File: src/rtl/lvwf_pkg.sv
`timescale 1ns / 1ps
// ----------------------------------------------------------------------------
// lvwf_pkg
// Shared types and constants of the lowest variance window finder.
// ----------------------------------------------------------------------------
package lvwf_pkg;

  localparam int CFG_IDX_W  = 2;
  localparam int CFG_DATA_W = 11;

  localparam logic [CFG_IDX_W-1:0] CFG_IMAGE_WIDTH  = 2'd0;
  localparam logic [CFG_IDX_W-1:0] CFG_IMAGE_HEIGHT = 2'd1;
  localparam logic [CFG_IDX_W-1:0] CFG_WINDOW_SIZE  = 2'd2;

  typedef struct packed {
    logic [15:0] pixel;
  } pixel_item_t;

  typedef struct packed {
    logic        found;
    logic [9:0]  best_row;
    logic [9:0]  best_col;
    logic [31:0] best_sum;
    logic [62:0] best_score;
  } result_item_t;

  typedef struct packed {
    logic row0;
    logic sub_old;
    logic col0;
    logic sub_col;
    logic win;
    logic last;
  } item_flags_t;

  function automatic int bits_for(input int v);
    return (v > 1) ? $clog2(v) : 1;
  endfunction

endpackage

File: src/rtl/lvwf_queue.sv
`timescale 1ns / 1ps
// ----------------------------------------------------------------------------
// lvwf_queue
// Small register FIFO, used between the front and back parts and for results.
// ----------------------------------------------------------------------------
module lvwf_queue #(
  parameter int DW    = 8,
  parameter int DEPTH = 4,
  localparam int AW   = lvwf_pkg::bits_for(DEPTH),
  localparam int NW   = $clog2(DEPTH + 1)
) (
  input  logic          clk,
  input  logic          rst_n,
  input  logic          push,
  input  logic [DW-1:0] push_data,
  input  logic          pop,
  output logic [DW-1:0] head_data,
  output logic          empty,
  output logic          full
);
  import lvwf_pkg::*;

  logic [DW-1:0] mem_r [DEPTH];
  logic [AW-1:0] wr_ptr_r, rd_ptr_r;
  logic [NW-1:0] cnt_r;

  assign empty     = (cnt_r == '0);
  assign full      = (cnt_r == NW'(DEPTH));
  assign head_data = mem_r[rd_ptr_r];

  always_ff @(posedge clk) begin
    if (push) begin
      mem_r[wr_ptr_r] <= push_data;
    end
  end

  always_ff @(posedge clk) begin
    if (!rst_n) begin
      wr_ptr_r <= '0;
      rd_ptr_r <= '0;
      cnt_r    <= '0;
    end else begin
      if (push) begin
        wr_ptr_r <= (wr_ptr_r == AW'(DEPTH - 1)) ? '0 : wr_ptr_r + 1'b1;
      end
      if (pop) begin
        rd_ptr_r <= (rd_ptr_r == AW'(DEPTH - 1)) ? '0 : rd_ptr_r + 1'b1;
      end
      if (push && !pop) begin
        cnt_r <= cnt_r + 1'b1;
      end else if (pop && !push) begin
        cnt_r <= cnt_r - 1'b1;
      end
    end
  end
endmodule

File: config.mk
export PLATFORM = sky130hd
export DESIGN_NAME = lvwf_queue
export DESIGN_NICKNAME = d
export VERILOG_FILES = /design/src/rtl/lvwf_pkg.sv /design/src/rtl/lvwf_queue.sv
export SDC_FILE = /design/constraint.sdc
export NUM_CORES = 1
export LEC_CHECK = 0
export BUFFER_PORTS_ARGS = -buffer_cell sky130_fd_sc_hd__clkbuf_2
export CORE_MARGIN = 4
export CORE_UTILIZATION = 50
export CTS_BUF_LIST = sky130_fd_sc_hd__clkbuf_4 sky130_fd_sc_hd__clkbuf_8 sky130_fd_sc_hd__clkbuf_16
export DETAILED_ROUTE_END_ITERATION = 8
export PLACE_DENSITY = 0.74
export SLEW_MARGIN = 20
export SYNTH_ARGS = -nofsm -noshare
export SYNTH_HDL_FRONTEND = slang
export SYNTH_SLANG_ARGS = --single-unit
File: constraint.sdc
create_clock -name clk -period 1.8 [get_ports clk]
set_clock_uncertainty 0.2 [all_clocks]
set_input_delay 0.27 -clock clk [delete_from_list [all_inputs] [get_ports clk]]
set_output_delay 0.27 -clock clk [all_outputs]
set_load 0.02 [all_outputs]
==> metrics.cfg <==
[floorplan]
rows = 20
core-area_um2 = 3080
dieHeight_um = 64.8
ios = 22
die_area_um2 = 4200
initial_core_util_pct = 52.5
die_w_um = 64.8

[worst_setup_path]
r2r_cells = 4
rr_startpoint = cnt_r[0]$_SDFFE_PN0P_
cp.arrival_ns = 1.49
cp_cell_sequence = buf_12 -> mux4_2 -> buf_6
rrSetupSlack_ns = 0.13
cp_max_fo = 8
critical_path_required_ns = 1.33
crit_slowest_cell = mux4_2
start_kind = flip-flop
slowest_delay_ns = 0.52
endpoint_kind = output pin
rr_endpoint = cnt_r[2]$_SDFFE_PN0P_
cp_top_family = multiplexers
worst-setup-path-type = flip-flop to output pin
crit_buf_inv = 2

[global_routing]
grt_first_pass_wirelength_um = 4220
grt-ovfl-total = 0
grt_pass1_vias = 896
track_usage_pct = 14.2
antenna_found_initial = 0
grt_max_degree = 13

[run_status]
status = finished with violations
violations = setup timing

[cells_and_area]
layout.cells.non_filler = 169
layout-drive-gt1-share_pct = 33.6
num-fill-cells = 218
multi_input_area_um2 = 443
finalNetCount = 143
num_antenna_cells = 0
syn_to_final_growth_pct = 24.6
finish.utilization_pct = 65.4
register_area_um2 = 1140

[cts]
clock_path_buffers = 2
clock_latency_ns = 0.33
path_clk_slew_ns = 0.11
cts_tree = built
numCtsBuffers = 5
htreeDepth = 2
cts_setup_buffers = 0
clock-root-buffer = clkbuf_4
cts.sinks = 41

[drt]
routed_wl_um = 2490
wl_met2_um = 1370
drt_iter0_drc = 19
vias = 838
routedWlPerCell_um = 14.7
vias_per_cell = 4.96
met1Wirelength_um = 992
maxUsedRoutingLayer = met4
dr.pass1.iters = 4
drc = 0
ant_nets = 0
met3_length_um = 106

[pwr]
max-vdd-ir-drop_mv = 0.856
p_leak_nw = 0.752
p_per_area_nw_per_um2 = 990

[run]
drv_cap = 0

[yosys]
ys_ff_latch = 41
synth_top_area_share_pct = 59.5
yosysTopAreaCell = edfxtp_1
yosys_warnings = 0
synthesis.area_um2 = 1620
synth_edf_count = 32
syn_nets = 105
syn_area_per_cell_um2 = 18.8
seq_area_frac_synth_pct = 70.6
synthTopCellsByArea = edfxtp_1 59%, dfxtp_1 11%, mux4_2 11%
async_flop_share_pct = 0
synth.distinct_cells = 20
netlist_instances = 86
yosys_most_used_dff = edfxtp_1

[sta]
worst_pin_slew_ns = 0.424
fin_ws_ns = -0.160
max_freq_ghz = 0.510
hold_viol = 0
relSlewSlack_pct = 71.7
setup_viol = 8
maxSlewViolCount = 0
min_period_over_period_pct = 109
post-route-min-period_ns = 1.96
rsz0062_at_grt = yes

[worst_hold_path]
hp-start = rst_n
hold_path_depth = 2
worstHoldPathType = input port to flip-flop

[placement]
dp.cells = 153
numPortBuffers = 21
dpl.hpwl_um = 1690
gp_congestion = 0.650

[Yosys cell counts, types with 2 or more instances]
| library cell | number |
|---|---|
| inv_1 | 4 |
| edfxtp_1 | 32 |
| ha_1 | 6 |
| mux4_2 | 8 |
| and2_1 | 5 |
| nor2b_1 | 5 |
| dfxtp_1 | 9 |
| nor3_1 | 2 |
| mux2i_1 | 4 |
[logic make-up (layout without fill, tap and decap cells)]
family	count (synthesis)	count (layout)	share of synthesized area [%]
fa+ha+maj	7	7	5.89
buf+inv	6	45	1.94
flops	41	41	70.6
simple gates	15	15	5.58
mux	12	12	13.6
compound gates	3	3	1.24
xor+xnor	2	2	1.08
[how the worst max path moves through the flow]
| stage | endpoint | slack [ns] | cells past startpoint |
|---|---|---|---|
| 6_report | head_data[6] | -0.16 | 3 |
| 5_1_grt | head_data[6] | -0.23 | 3 |
| 4_1_cts | head_data[1] | -0.21 | 3 |
| 3_5_place_dp | cnt_r[2]$_SDFFE_PN0P_ | -0.09 | 8 |
| 3_3_place_gp | cnt_r[2]$_SDFFE_PN0P_ | -0.04 | 8 |
| 2_1_floorplan | cnt_r[2]$_SDFFE_PN0P_ | 0.07 | 7 |
[layout make-up]
class | count | area share (%)
multi-input cells | 39 | 22.0
inverters | 4 | 0.746
clock buffers | 6 | 2.24
well taps | 44 | 2.73
flip-flops and latches | 41 | 56.8
clock inverters | 2 | 1.68
repair buffers | 33 | 13.8
[metal layers]
| layer | track usage (%) | vias up |
|---|---|---|
| met5 | 0 | - |
| met4 | 7.12 | 0 |
| met3 | 4.68 | 2 |
| met2 | 24.3 | 18 |
| met1 | 15.6 | 415 |
| li1 | - | 403 |
[stage by stage]
stage	area (µm²)	TNS, ns	hold slack, ns	setup WS, ns	power, mW
6_report	2010	-1.22	0.0361	-0.160	1.99
5_1_grt	2010	-1.81	0.0444	-0.234	2.09
4_1_cts	1960	-1.56	0.0181	-0.209	1.98
3_5_place_dp	1800	-0.0931	0.295	-0.0931	1.40
3_3_place_gp	1800	-0.0386	0.281	-0.0386	1.38
2_1_floorplan	1620	0	0.169	0.0673	1.30
[cells in the final DEF, fill, tap and decap left out, drive strengths merged]
cell and count:
buf 12, fa 1, dfxtp 9, bufinv 1, edfxtp 32, mux2i 4
o21ai 1, a21boi 1, nor3 2, and2 5, clkinv 1, mux4 8
clkbuf 19, nor3b 1, nor2 1, inv 4, o21a 1, nor2b 5
xor2 1, ha 6, or3 1, xnor2 1, dlygate4sd3 8
[power by group]
group | leakage, nW | switching, mW | internal [mW] | total, mW
logic | 0.339 | 0.144 | 0.160 | 0.305
registers | 0.369 | 0.0336 | 1.08 | 1.11
clock network | 0.0433 | 0.273 | 0.304 | 0.578
[sequential cells by signal, indices dropped and copies added, names as in the netlist, named ones only]
name,count
rd_ptr_r,2
mem_r,32
wr_ptr_r,2
cnt_r,3
[repair_timing]
action                                  CTS  global route
endpoints found under the setup margin    8             8
endpoints found under the hold margin    32             0
hold buffers                              8             0
cloned                                    0             0
resized for setup                         2            24
(Power assumes the default switching activity.)
